[src/hw/rtl/i2cras_pkg.sv]
// Shared types and codes for the I2C register access sequencer.
package i2cras_pkg;

  // Bus engine status codes after masking off the low three bits.
  localparam logic [7:0] ST_START     = 8'h08;
  localparam logic [7:0] ST_REP_START = 8'h10;
  localparam logic [7:0] ST_SLAW_ACK  = 8'h18;
  localparam logic [7:0] ST_SLAW_NACK = 8'h20;
  localparam logic [7:0] ST_DATA_ACK  = 8'h28;
  localparam logic [7:0] ST_DATA_NACK = 8'h30;
  localparam logic [7:0] ST_SLAR_ACK  = 8'h40;
  localparam logic [7:0] ST_SLAR_NACK = 8'h48;
  localparam logic [7:0] ST_RX_ACK    = 8'h50;
  localparam logic [7:0] ST_RX_NACK   = 8'h58;
  localparam logic [7:0] STATUS_MASK  = 8'hF8;

  // Bus commands sent to the engine.
  localparam logic [2:0] CMD_NONE  = 3'd0;
  localparam logic [2:0] CMD_START = 3'd1;
  localparam logic [2:0] CMD_SEND  = 3'd2;
  localparam logic [2:0] CMD_RACK  = 3'd3;
  localparam logic [2:0] CMD_RNACK = 3'd4;
  localparam logic [2:0] CMD_STOP  = 3'd5;

  // Item actions.
  localparam logic ACT_BEGIN    = 1'b0;
  localparam logic ACT_COMPLETE = 1'b1;

  // Error flag bit positions.
  localparam int ERR_ATTEMPTS   = 0;
  localparam int ERR_START      = 2;
  localparam int ERR_SLAW_NACK  = 3;
  localparam int ERR_SLAW_OTHER = 5;
  localparam int ERR_PTR_NACK   = 6;
  localparam int ERR_PTR_OTHER  = 8;
  localparam int ERR_RSTART     = 10;
  localparam int ERR_SLAR_NACK  = 11;
  localparam int ERR_WDATA_NACK = 12;
  localparam int ERR_OTHER      = 13;
  localparam int ERR_RDATA      = 15;

  localparam logic [3:0] ATTEMPT_LIMIT_RESET = 4'd5;

  typedef struct packed {
    logic       action;
    logic       is_read;
    logic [7:0] device_address;
    logic [7:0] register_pointer;
    logic [7:0] byte_count;
    logic [7:0] bus_status;
    logic [7:0] read_byte;
    logic [7:0] write_byte;
  } item_t;

  typedef struct packed {
    logic [2:0]  bus_command;
    logic [7:0]  tx_byte;
    logic [7:0]  rx_byte;
    logic        rx_valid;
    logic        done_res;
    logic [15:0] error_flags;
  } result_t;

endpackage

[src/hw/rtl/i2cras_chan.sv]
// Valid/ready channel interface carrying one payload per transfer.
interface i2cras_chan #(
  parameter type payload_t = logic
);
  logic     valid;
  logic     ready;
  payload_t payload;

  modport source (output valid, output payload, input ready);
  modport sink (input valid, input payload, output ready);
endinterface

[src/hw/rtl/i2c_register_access_sequencer.sv]
// I2C register access sequencer: turns begin and bus completion items into bus commands.
// The sequencer takes at most one item per cycle, giving exactly one result for each item,
// held in an output register in the cycle after the item transfer. The item side is ready
// whenever the output register is empty or its result is being taken in the same cycle,
// so with a ready consumer the sustained rate is one item per cycle; the only limit is the
// single next-state update between the sequencing registers and the output register.
// The attempt limit may be changed through cfg_wr_en/cfg_wr_data while no transaction
// is running; it resets to five START attempts.
module i2c_register_access_sequencer (
  input  logic                                       clk,
  input  logic                                       rst,
  input  logic                                       cfg_wr_en,
  input  logic [3:0]                                 cfg_wr_data,
  i2cras_chan.sink                                   item,
  i2cras_chan.source                                 result
);

  localparam logic [2:0] PH_IDLE   = 3'd0;
  localparam logic [2:0] PH_START  = 3'd1;
  localparam logic [2:0] PH_SLAW   = 3'd2;
  localparam logic [2:0] PH_PTR    = 3'd3;
  localparam logic [2:0] PH_WDATA  = 3'd4;
  localparam logic [2:0] PH_RSTART = 3'd5;
  localparam logic [2:0] PH_SLAR   = 3'd6;
  localparam logic [2:0] PH_RDATA  = 3'd7;

  logic [3:0]  attempt_limit;
  logic [2:0]  phase, phase_next;
  logic        read_mode, read_mode_next;
  logic [7:0]  saved_address, saved_address_next;
  logic [7:0]  saved_pointer, saved_pointer_next;
  logic [7:0]  bytes_left, bytes_left_next;
  logic [3:0]  attempts_used, attempts_used_next;
  logic [15:0] error_word, error_word_next;

  i2cras_pkg::result_t res_q, res_next;
  logic                res_valid;
  logic                accept;

  i2cras_pkg::item_t in_item;
  logic [7:0]        st;
  logic [7:0]        bytes_dec;

  assign in_item   = item.payload;
  assign st        = in_item.bus_status & i2cras_pkg::STATUS_MASK;
  assign bytes_dec = bytes_left - 8'd1;

  assign item.ready     = !res_valid || result.ready;
  assign accept         = item.valid && item.ready;
  assign result.valid   = res_valid;
  assign result.payload = res_q;

  always_comb begin
    logic do_start;
    logic done;
    logic [2:0] cmd;
    logic [7:0] tx;
    logic [7:0] rx;
    logic rxv;

    do_start = 1'b0;
    done     = 1'b0;
    cmd      = i2cras_pkg::CMD_NONE;
    tx       = 8'd0;
    rx       = 8'd0;
    rxv      = 1'b0;

    phase_next         = phase;
    read_mode_next     = read_mode;
    saved_address_next = saved_address;
    saved_pointer_next = saved_pointer;
    bytes_left_next    = bytes_left;
    attempts_used_next = attempts_used;
    error_word_next    = error_word;

    if (in_item.action == i2cras_pkg::ACT_BEGIN) begin
      // A begin drops whatever transaction was running.
      read_mode_next     = in_item.is_read;
      saved_address_next = in_item.device_address;
      saved_pointer_next = in_item.register_pointer;
      bytes_left_next    = in_item.byte_count;
      attempts_used_next = 4'd0;
      error_word_next    = 16'd0;
      do_start           = 1'b1;
    end else begin
      case (phase)
        PH_START: begin
          if (st == i2cras_pkg::ST_START || st == i2cras_pkg::ST_REP_START) begin
            cmd        = i2cras_pkg::CMD_SEND;
            tx         = saved_address;
            phase_next = PH_SLAW;
          end else begin
            error_word_next[i2cras_pkg::ERR_START] = 1'b1;
            done       = 1'b1;
            phase_next = PH_IDLE;
          end
        end
        PH_SLAW: begin
          if (st == i2cras_pkg::ST_SLAW_ACK) begin
            cmd        = i2cras_pkg::CMD_SEND;
            tx         = saved_pointer;
            phase_next = PH_PTR;
          end else if (st == i2cras_pkg::ST_SLAW_NACK) begin
            error_word_next[i2cras_pkg::ERR_SLAW_NACK] = 1'b1;
            do_start = 1'b1;
          end else begin
            error_word_next[i2cras_pkg::ERR_SLAW_OTHER] = 1'b1;
            cmd        = i2cras_pkg::CMD_STOP;
            done       = 1'b1;
            phase_next = PH_IDLE;
          end
        end
        PH_PTR: begin
          if (st == i2cras_pkg::ST_DATA_ACK) begin
            if (read_mode) begin
              cmd        = i2cras_pkg::CMD_START;
              phase_next = PH_RSTART;
            end else if (bytes_left != 8'd0) begin
              cmd        = i2cras_pkg::CMD_SEND;
              tx         = in_item.write_byte;
              phase_next = PH_WDATA;
            end else begin
              cmd        = i2cras_pkg::CMD_STOP;
              done       = 1'b1;
              phase_next = PH_IDLE;
            end
          end else if (st == i2cras_pkg::ST_DATA_NACK) begin
            error_word_next[i2cras_pkg::ERR_PTR_NACK] = 1'b1;
            do_start = 1'b1;
          end else begin
            error_word_next[i2cras_pkg::ERR_PTR_OTHER] = 1'b1;
            cmd        = i2cras_pkg::CMD_STOP;
            done       = 1'b1;
            phase_next = PH_IDLE;
          end
        end
        PH_WDATA: begin
          if (st == i2cras_pkg::ST_DATA_ACK) begin
            bytes_left_next = bytes_dec;
            if (bytes_dec != 8'd0) begin
              cmd = i2cras_pkg::CMD_SEND;
              tx  = in_item.write_byte;
            end else begin
              cmd        = i2cras_pkg::CMD_STOP;
              done       = 1'b1;
              phase_next = PH_IDLE;
            end
          end else begin
            if (st == i2cras_pkg::ST_DATA_NACK) begin
              error_word_next[i2cras_pkg::ERR_WDATA_NACK] = 1'b1;
            end else begin
              error_word_next[i2cras_pkg::ERR_OTHER] = 1'b1;
            end
            cmd        = i2cras_pkg::CMD_STOP;
            done       = 1'b1;
            phase_next = PH_IDLE;
          end
        end
        PH_RSTART: begin
          if (st == i2cras_pkg::ST_START || st == i2cras_pkg::ST_REP_START) begin
            cmd        = i2cras_pkg::CMD_SEND;
            tx         = saved_address | 8'h01;
            phase_next = PH_SLAR;
          end else begin
            error_word_next[i2cras_pkg::ERR_RSTART] = 1'b1;
            cmd        = i2cras_pkg::CMD_STOP;
            done       = 1'b1;
            phase_next = PH_IDLE;
          end
        end
        PH_SLAR: begin
          if (st == i2cras_pkg::ST_SLAR_ACK && bytes_left != 8'd0) begin
            cmd        = (bytes_left == 8'd1) ? i2cras_pkg::CMD_RNACK : i2cras_pkg::CMD_RACK;
            phase_next = PH_RDATA;
          end else begin
            if (st == i2cras_pkg::ST_SLAR_NACK) begin
              error_word_next[i2cras_pkg::ERR_SLAR_NACK] = 1'b1;
            end else if (st != i2cras_pkg::ST_SLAR_ACK) begin
              error_word_next[i2cras_pkg::ERR_OTHER] = 1'b1;
            end
            cmd        = i2cras_pkg::CMD_STOP;
            done       = 1'b1;
            phase_next = PH_IDLE;
          end
        end
        PH_RDATA: begin
          if (st == i2cras_pkg::ST_RX_NACK) begin
            rx         = in_item.read_byte;
            rxv        = 1'b1;
            cmd        = i2cras_pkg::CMD_STOP;
            done       = 1'b1;
            phase_next = PH_IDLE;
          end else if (st == i2cras_pkg::ST_RX_ACK) begin
            rx              = in_item.read_byte;
            rxv             = 1'b1;
            bytes_left_next = bytes_dec;
            if (bytes_dec != 8'd0) begin
              cmd = (bytes_dec == 8'd1) ? i2cras_pkg::CMD_RNACK : i2cras_pkg::CMD_RACK;
            end else begin
              cmd        = i2cras_pkg::CMD_STOP;
              done       = 1'b1;
              phase_next = PH_IDLE;
            end
          end else begin
            error_word_next[i2cras_pkg::ERR_RDATA] = 1'b1;
            cmd        = i2cras_pkg::CMD_STOP;
            done       = 1'b1;
            phase_next = PH_IDLE;
          end
        end
        default: begin
          // A completion with no transaction running is ignored.
          phase_next = PH_IDLE;
        end
      endcase
    end

    // New START attempt, unless the attempt budget is spent.
    if (do_start) begin
      if (attempts_used_next >= attempt_limit) begin
        error_word_next[i2cras_pkg::ERR_ATTEMPTS] = 1'b1;
        cmd        = i2cras_pkg::CMD_NONE;
        done       = 1'b1;
        phase_next = PH_IDLE;
      end else begin
        attempts_used_next = attempts_used_next + 4'd1;
        cmd        = i2cras_pkg::CMD_START;
        phase_next = PH_START;
      end
    end

    res_next.bus_command = cmd;
    res_next.tx_byte     = tx;
    res_next.rx_byte     = rx;
    res_next.rx_valid    = rxv;
    res_next.done_res    = done;
    res_next.error_flags = done ? error_word_next : 16'd0;
  end

  always_ff @(posedge clk) begin
    if (rst) begin
      attempt_limit <= i2cras_pkg::ATTEMPT_LIMIT_RESET;
    end else if (cfg_wr_en) begin
      attempt_limit <= cfg_wr_data;
    end
  end

  always_ff @(posedge clk) begin
    if (rst) begin
      phase         <= PH_IDLE;
      read_mode     <= 1'b0;
      saved_address <= 8'd0;
      saved_pointer <= 8'd0;
      bytes_left    <= 8'd0;
      attempts_used <= 4'd0;
      error_word    <= 16'd0;
      res_valid     <= 1'b0;
    end else begin
      if (accept) begin
        phase         <= phase_next;
        read_mode     <= read_mode_next;
        saved_address <= saved_address_next;
        saved_pointer <= saved_pointer_next;
        bytes_left    <= bytes_left_next;
        attempts_used <= attempts_used_next;
        error_word    <= error_word_next;
        res_valid     <= 1'b1;
      end else if (result.ready) begin
        res_valid <= 1'b0;
      end
    end
  end

  always_ff @(posedge clk) begin
    if (accept) begin
      res_q <= res_next;
    end
  end

  // A finished transaction leaves the sequencer idle.
  assert property (@(posedge clk) disable iff (rst)
    res_valid && res_q.done_res |-> phase == PH_IDLE)
    else $error("done reported while a transaction is still running");

  // A received byte only comes with a receive or stop command.
  assert property (@(posedge clk) disable iff (rst)
    res_valid && res_q.rx_valid |->
      res_q.bus_command == i2cras_pkg::CMD_STOP ||
      res_q.bus_command == i2cras_pkg::CMD_RACK ||
      res_q.bus_command == i2cras_pkg::CMD_RNACK)
    else $error("received byte delivered with an unexpected bus command");

  // Error flags are reported only together with done.
  assert property (@(posedge clk) disable iff (rst)
    res_valid && !res_q.done_res |-> res_q.error_flags == 16'd0)
    else $error("error flags reported without done");

  // A START is issued only after at least one attempt has been counted.
  assert property (@(posedge clk) disable iff (rst)
    res_valid && res_q.bus_command == i2cras_pkg::CMD_START |-> attempts_used != 4'd0)
    else $error("START issued without counting an attempt");

endmodule
[src/flat_wrapper.sv]
// flat-port wrapper written by rule: the top's interface ports become plain ports
module i2c_register_access_sequencer_flat 
  (clk, rst, cfg_wr_en, cfg_wr_data, item_valid, item_payload, item_ready, result_valid, result_payload, result_ready);
  i2cras_chan item_i ();
  i2cras_chan result_i ();
  input  logic clk;
  input  logic rst;
  input  logic cfg_wr_en;
  input  logic [3:0] cfg_wr_data;
  input wire logic [$bits(item_i.valid)-1:0] item_valid;
  input wire logic [$bits(item_i.payload)-1:0] item_payload;
  output wire logic [$bits(item_i.ready)-1:0] item_ready;
  output wire logic [$bits(result_i.valid)-1:0] result_valid;
  output wire logic [$bits(result_i.payload)-1:0] result_payload;
  input wire logic [$bits(result_i.ready)-1:0] result_ready;
  assign item_i.valid = item_valid;
  assign item_i.payload = item_payload;
  assign item_ready = item_i.ready;
  assign result_valid = result_i.valid;
  assign result_payload = result_i.payload;
  assign result_i.ready = result_ready;
  i2c_register_access_sequencer u_core (.clk(clk), .rst(rst), .cfg_wr_en(cfg_wr_en), .cfg_wr_data(cfg_wr_data), .item(item_i), .result(result_i));
endmodule
[config.mk]
export PLATFORM = sky130hd
export DESIGN_NAME = i2c_register_access_sequencer_flat
export DESIGN_NICKNAME = d
export VERILOG_FILES = /design/src/hw/rtl/i2cras_pkg.sv /design/src/hw/rtl/i2cras_chan.sv /design/src/hw/rtl/i2c_register_access_sequencer.sv /design/src/flat_wrapper.sv
export SDC_FILE = /design/constraint.sdc
export NUM_CORES = 1
export LEC_CHECK = 0
export ABC_AREA = 1
export BUFFER_PORTS_ARGS = -buffer_cell sky130_fd_sc_hd__buf_2
export CAP_MARGIN = 15
export CORE_AREA = 2 2 39 41
export CTS_BUF_LIST = sky130_fd_sc_hd__clkbuf_4
export CTS_CLUSTER_DIAMETER = 80
export DETAILED_ROUTE_END_ITERATION = 7
export DIE_AREA = 0 0 41 43
export PLACE_DENSITY_LB_ADDON = 0.15
export SLEW_MARGIN = 25
export SYNTH_ARGS = -nofsm -noshare
export SYNTH_HDL_FRONTEND = slang
export SYNTH_SLANG_ARGS = --single-unit
[constraint.sdc]
create_clock -name clk -period 1.15 [get_ports clk]
set_input_delay 0.1725 -clock clk [delete_from_list [all_inputs] [get_ports clk]]
set_output_delay 0.1725 -clock clk [all_outputs]
set_load 0.01 [all_outputs]
# --- Word level (Yosys, flattened, before mapping) ---
# Cells that the tools add are included.
totals:
  register_bits: 6
  output_inout_bits: 3
  elab_cells: 12
classes:
  order_cmp: 1
  mux: 4
  reduce_logical: 4
op_table:
  columns: ["op", "count"]
  rows:
  - ["$ge 1x4->1 const A", 1]
  - ["$mux 1", 4]
  - ["$reduce_bool 2->1", 1]
  - ["$logic_and 1x1->1", 1]
  - ["$logic_not 1->1", 1]
  - ["$logic_or 1x1->1", 1]

# --- Longest topological paths before layout ---
# Gate-level depths: netlist of run 1.
logic_depth:
  ltp_word: 4
  mapped_depth: 3

# --- Worst setup path before layout of run 1 ---
# OpenSTA, ideal clock, no wires.
synth_path:
  kind: "register to register"
  startpoint: "reg u_core.res_valid (netlist: u_core.result.valid)"
  endpoint: "reg u_core.res_q (netlist bit u_core.result.payload), enable pin"
  setup_ns: 0.304
  t_arrival_ns: 0.476
  setup_slack_ns: 0.371
  stages_incl_launch_ff: 2
  path_buffers: 0
  period_less_slack_ns: 0.779
  path_cell_list: "dfxtp_1 > a21oi_1"
synth_via:
  elab_chain_len: 3
synth_rtl:
  columns: ["element", "line_no", "text"]
  rows:
  - ["from (decl)", "i2c_register_access_sequencer.sv:37", "logic res_valid;"]
  - ["from (signal assigned)", "i2c_register_access_sequencer.sv:257", "res_valid <= 1'b0;"]
  - ["from (signal assigned)", "i2c_register_access_sequencer.sv:267", "res_valid <= 1'b1;"]
  - ["from (signal assigned)", "i2c_register_access_sequencer.sv:269", "res_valid <= 1'b0;"]
  - ["$logic_not 1->1", "i2c_register_access_sequencer.sv:48", "assign item.ready = !res_valid || result.ready;"]
  - ["$logic_or 1x1->1", "i2c_register_access_sequencer.sv:48", null]
  - ["$logic_and 1x1->1", "i2c_register_access_sequencer.sv:49", "assign accept = item.valid && item.ready;"]
  - ["net u_core.accept", "i2c_register_access_sequencer.sv:38", "logic accept;"]
  - ["to (signal assigned)", "i2c_register_access_sequencer.sv:276", "res_q <= res_next;"]
  - ["to (decl)", "i2c_register_access_sequencer.sv:36", "i2cras_pkg::result_t res_q, res_next;"]
# The timed path passes the listed nets, and every way through them passes these cells.
# A chain may end at the register's enable or synchronous reset.

# --- Worst setup path after layout of run 1 ---
layout_path:
  startpoint: "reg u_core.res_valid (netlist: u_core.result.valid)"
  endpoint: "out item_ready"
layout_via:
  elab_chain_len: 2
layout_rtl:
  columns: ["element", "line_no", "text"]
  rows:
  - ["$logic_not 1->1", "i2c_register_access_sequencer.sv:48", null]
  - ["$logic_or 1x1->1", "i2c_register_access_sequencer.sv:48", null]
  - ["to (decl)", "flat_wrapper.sv:12", "output wire logic [$bits(item_i.ready)-1:0] item_ready;"]
# Every way passes these cells.

==> impl_results.md, run 1 <==
- Run status: completed
- P_leak: 0.000170 µW
- Hold crit path type: in2reg
- Layout cells sized above 1: 0.372
- GRT Resource Usage Total: 0.0684
- Ports: 13
- Die area: 0.00176 mm²
- Max Fclk: 1040 MHz
- Synth unique cells: 10
- Max-cap violations: 0
- Power Density: 1560 mW/mm²
- Drt drc: 0
- Routed length per placed instance: 7.05 µm
- Htree depth: 1
- Rows: 14
- Die Ht: 43 µm
- Slew Limit Fails: 0
- Initial Util: 0.161
- Footprint of the multi-input gates: 77.6 µm²
- Mapped Area: 223 µm²
- CP endpoint kind: output pin
- Largest net degree at the start of global routing: 6
- Tcrit/Tclk final: 0.839
- CTS sink cnt: 6
- Syn_area_per_cell: 7.95 µm²
- Min Tclk post-route: 0.965 ns
- Hold Slack: 0.0910 ns
- Hold Fails Final Rpt: 0
- Core box area: 0.00138 mm²
- Cts bufs inserted: 3
- Placer Congestion: 0.689
- Worst-Margin Slew: 0.149 ns
- CP startpoint kind: flip-flop
- Sequential cell area fraction in the yosys report: 0.584
- Vias/cell: 3.73
- Clk Latency, worst-skew pair: 0.24 ns
- Final antenna-violating net count: 0
- WP data arrival: 0.79 ns
- Worst-path fanout max: 3
- Register area: 130 µm²
- RSZ-0062 raised after global routing: no
- Layout Nets: 54
- Total number of yosys warnings: 0
- Crit Path Category: reg2out
- # resized after CTS: 0
- Post-CTS setup buffers: 0
- Syn_nets: 38
- Total Routed Length: 416 µm
- CTS tree: yes
- Drt initial violations: 0
- Drt first pass iters: 1
- Count of final setup violators: 0
- Mapped Cells: 28
- Port bufs: 11
- GR Overflow Total: 0
- Clk_skew: 0.0102 ns
- Die width: 41 µm
- Cts hold-fix bufs: 0
- Worst relative slew slack: 0.900
- Reg clk slew, reported paths: 0.05 ns
- Vias in the first global route: 211
- Initial antenna violation count: 0
- Setup Total Neg Slack: 0 ns
- Max VDD drop: 885 µV
- Antenna cell count: 0
- Root Buffer: clkbuf_4
- # fillers: 158
- First-pass GRT wire length: 738 µm
- Layout area overhead: 47.2%
- FF+latch count, synth: 6
- Longest Clk Path Bufs: 2
- Via Count: 220
- WP data required: 0.98 ns
[per-layer routing]
layer / track usage / wire length, µm / vias to the layer above
met1: 0.0583 / 140 / 97
met4: 0.0200 / 0 / 0
met2: 0.100 / 227 / 7
li1: - / - / 116
met3: 0.0785 / 47 / 0
met5: 0 / 0 / -
[cells in the final DEF (no fill, tap or decap), drive strengths merged]
cell type	Yosys	final
buf	0	11
clkbuf	0	4
and2	1	1
a21oi	2	2
o21ai	2	2
nand2	5	5
dfxtp	5	5
edfxtp	1	1
nand3	2	2
nor2	6	6
inv	4	4
[kinds of logic after synthesis]
kind of cell / after synthesis / share of synthesized area
AND/OR/NAND/NOR: 14 / 0.258
buffers and inverters: 4 / 0.0674
AO/OA/AOI/OAI: 4 / 0.0899
flip-flops: 6 / 0.584
[where the power goes]
group / switching [µW] / internal [µW]
logic: 24.5 / 23.6
registers: 6.33 / 228
clock network: 73.8 / 155
total: 105 / 407
[area by class of cell]
type | instances | share of cell area
flip-flops and latches | 6 | 0.397
well taps | 16 | 0.0611
inverters | 4 | 0.0458
repair buffers | 11 | 0.168
multi-input cells | 18 | 0.237
clock buffers | 4 | 0.0916
[state kept, by name, summed over array words and instances, names as in the netlist]
name                   count
u_core.result.payload      1
u_core.attempt_limit       4
u_core.result.valid        1
[synthesized netlist by cell type, drive strengths merged]
cell | count | area share
a21oi | 2 | 0.045
and2 | 1 | 0.028
dfxtp | 5 | 0.45
edfxtp | 1 | 0.13
inv | 4 | 0.067
nand2 | 5 | 0.084
nand3 | 2 | 0.045
nor2 | 6 | 0.10
o21ai | 2 | 0.045
[path summary, 6_finish.rpt]
path	startpoint	end	slack (ns)	cells after the start
worst max-delay path	u_core.result.valid	item_ready	0.18	2
worst max register to register	u_core.result.valid	u_core.result.payload	0.37	1
worst min-delay path	rst	u_core.result.valid	0.09	2
worst min register to register	u_core.attempt_limit[2]	u_core.attempt_limit[2]	0.46	2
[critical path, cell delays in order (launching register included)]
cell and delay (ns):
dfxtp_1 0.34, nand2_1 0.07, buf_2 0.14
[through the flow]
step | power (µW) | setup WS, ns | area (µm²) | instances | utilization
3_3_place_gp | 287 | 0.392 | 298 | 55 | 0.215
6_report | 511 | 0.185 | 328 | 59 | 0.237
5_1_grt | 558 | 0.121 | 328 | 59 | 0.237
4_1_cts | 524 | 0.175 | 328 | 59 | 0.237
2_1_floorplan | 262 | 0.371 | 223 | 28 | -
3_5_place_dp | 288 | 0.374 | 298 | 55 | 0.215
(Power assumes the default switching activity.)
==> inputs of run 2 (changes only) <==
clock period = 1 ns   (was 1.15 ns; I/O delays follow)
==> run 2 against run 1 <==
Effect of this change: via count increased by 1.8%; core utilization increased by 0.090 points; final cell count unchanged; highest routed layer unchanged; first-iteration DRC count increased by 1; clock power increased by 15%; critical endpoint unchanged.
==> impl_results.md, run 2 (synthesis gave the netlist of run 1 again) <==
- Run status: completed
- CP max-delay cell: dfxtp_2
- Rows: 14 (unchanged)
- Clk_skew: 0.00980 ns (-0.000403 ns)
- Drt drc: 0 (unchanged)
- Worst-path fanout max: 3 (unchanged)
- Initial antenna violation count: 0 (unchanged)
- Cts bufs inserted: 3 (unchanged)
- DP Wirelength: 362 µm
- Largest reg by FF count: u_core.attempt_limit
- CP endpoint kind: output pin
- Port bufs: 11 (unchanged)
- Placer Congestion: 0.689 (about the same)
- Die area: 0.00176 mm² (unchanged)
- CTS sink cnt: 6 (unchanged)
- Min Tclk post-route: 0.920 ns
- Setup Total Neg Slack: 0 ns (unchanged)
- Clk Latency, worst-skew pair: 0.24 ns (about the same)
- Antenna cell count: 0 (unchanged)
- Max Fclk: 1090 MHz
- P_leak: 0.000170 µW (+0.13%)
- Vias in the first global route: 225 (+6.6%)
- First-pass GRT wire length: 759 µm (+2.8%)
- CP startpoint kind: flip-flop
- Layout cells sized above 1: 0.395 (+0.0233)
- Worst R2R Start: u_core.result.valid
- Total Routed Length: 411 µm (-1.2%)
- Core box area: 0.00138 mm² (unchanged)
- Tcrit/Tclk final: 0.920
- Root Buffer: clkbuf_4
- Hold Fails Final Rpt: 0 (unchanged)
- Via Count: 224 (+1.8%)
- Final Core Density: 0.238 (+0.000904)
- Final antenna-violating net count: 0 (unchanged)
- Die width: 41 µm (unchanged)
- Count of final setup violators: 0 (unchanged)
- Max reg flops: 4 (unchanged)
- RR Endpoint: u_core.result.payload
- Drt first pass iters: 2 (+1)
- Slew Limit Fails: 0 (unchanged)
- WP data arrival: 0.77 ns (-0.02 ns)
- Die Ht: 43 µm (unchanged)
- Post-CTS setup buffers: 0 (unchanged)
- WP data required: 0.85 ns (-0.13 ns)
- Commonest non-fill, non-tap cell in the layout: buf_2
- Slack of the critical path: 0.0799 ns (-0.105 ns)
- WHS Endpoint: u_core.result.valid
- Max VDD drop: 1030 µV (+17%)
- R2r worst-path depth: 1 (unchanged)
- Largest net degree at the start of global routing: 6 (unchanged)
- Commonest cells after routing, fill and taps aside: buf_2, nor2_1, nand2_1, clkbuf_4, dfxtp_1
- Hold path start: rst
- Longest Clk Path Bufs: 2 (unchanged)
- Cts hold-fix bufs: 0 (unchanged)
- Worst-Margin Slew: 0.151 ns (+0.00125 ns)
- Vias/cell: 3.80 (+1.8%)
- Layout area overhead: 47.8%
- Worst relative slew slack: 0.900 (about the same)
- GR Overflow Total: 0 (unchanged)
- RSZ-0062 raised after global routing: no
- CP cell instances: nand2_1 -> buf_2
- Layout Nets: 54 (unchanged)
- Delay-heaviest family, CP: flip-flops
- Post-Place Worst Slack: 0.222 ns (-0.152 ns)
- CP Depth: 2 (unchanged)
- GRT Resource Usage Total: 0.0694 (+0.00101)
- CP max stage delay: 0.33 ns (about the same)
- Initial Util: 0.161 (unchanged)
- CTS tree: yes
- Crit path buffers/inverters: 1 (unchanged)
- Routed length per placed instance: 6.97 µm (-1.2%)
- Fin cells: 59 (unchanged)
- WHS Path Cells: 2 (unchanged)
- Hold crit path type: in2reg
- Ports: 13 (unchanged)
- R2R setup slack: 0.22 ns (-0.15 ns)
- Power Density: 1790 mW/mm² (+15%)
- Crit Path Category: reg2out
- Placed cells: 55 (unchanged)
- Reg clk slew, reported paths: 0.05 ns (about the same)
- Max-cap violations: 0 (unchanged)
- Drt initial violations: 1 (+1)
- Htree depth: 1 (unchanged)
## run 2: cell count changes in the layout (fill, tap and decap cells not counted)
cell     previous run  this run
dfxtp_1             5         4
dfxtp_2             0         1
## run 2: cell type report
cell class	count	area, µm²
clock buffers	4	30.0
fillers	158	1050
inverters	4	15.0
multi-input cells	18	77.6
flip-flops and latches	6	131
well taps	16	20.0
repair buffers	11	55.1
## run 2: routing by layer
metal	global-route usage	up-vias	routed length, µm
met5	0	-	0
met4	0.0200	0	0
met3	0.0785	0	50
met2	0.0969	7	225
met1	0.0647	101	135
li1	-	116	-
## run 2: worst max path at each step
stage / slack, ns / endpoint / from
floorplan: 0.22 / u_core.result.payload / u_core.result.valid
global route: 0.02 / item_ready / u_core.result.valid
CTS: 0.04 / item_ready / u_core.result.valid
detailed placement: 0.22 / u_core.result.payload / u_core.result.valid
finish: 0.08 / item_ready / u_core.result.valid
global placement: 0.24 / u_core.result.payload / u_core.attempt_limit[3]
## run 2: power breakdown
| part | internal [µW] | switching (µW) |
|---|---|---|
| Sequential | 263 | 7.25 |
| Combinational | 27.1 | 27.9 |
| Clock | 178 | 84.9 |
| Total | 468 | 120 |
## run 2: stage by stage
step                      instance area, µm²  hold WS (ns)  power, µW
final                                    329        0.0633        588
after global routing                     329        0.0487        642
after floorplan                          223         0.219        302
after CTS                                328        0.0617        603
after global placement                   298         0.323        330
after detailed placement                 298         0.326        331
## run 2: timing repair
| action | 4_1_cts | 5_1_grt |
|---|---|---|
| setup endpoints to repair | 0 | 1 |
| resized for setup | 0 | 1 |
| endpoints found under the hold margin | 0 | 0 |
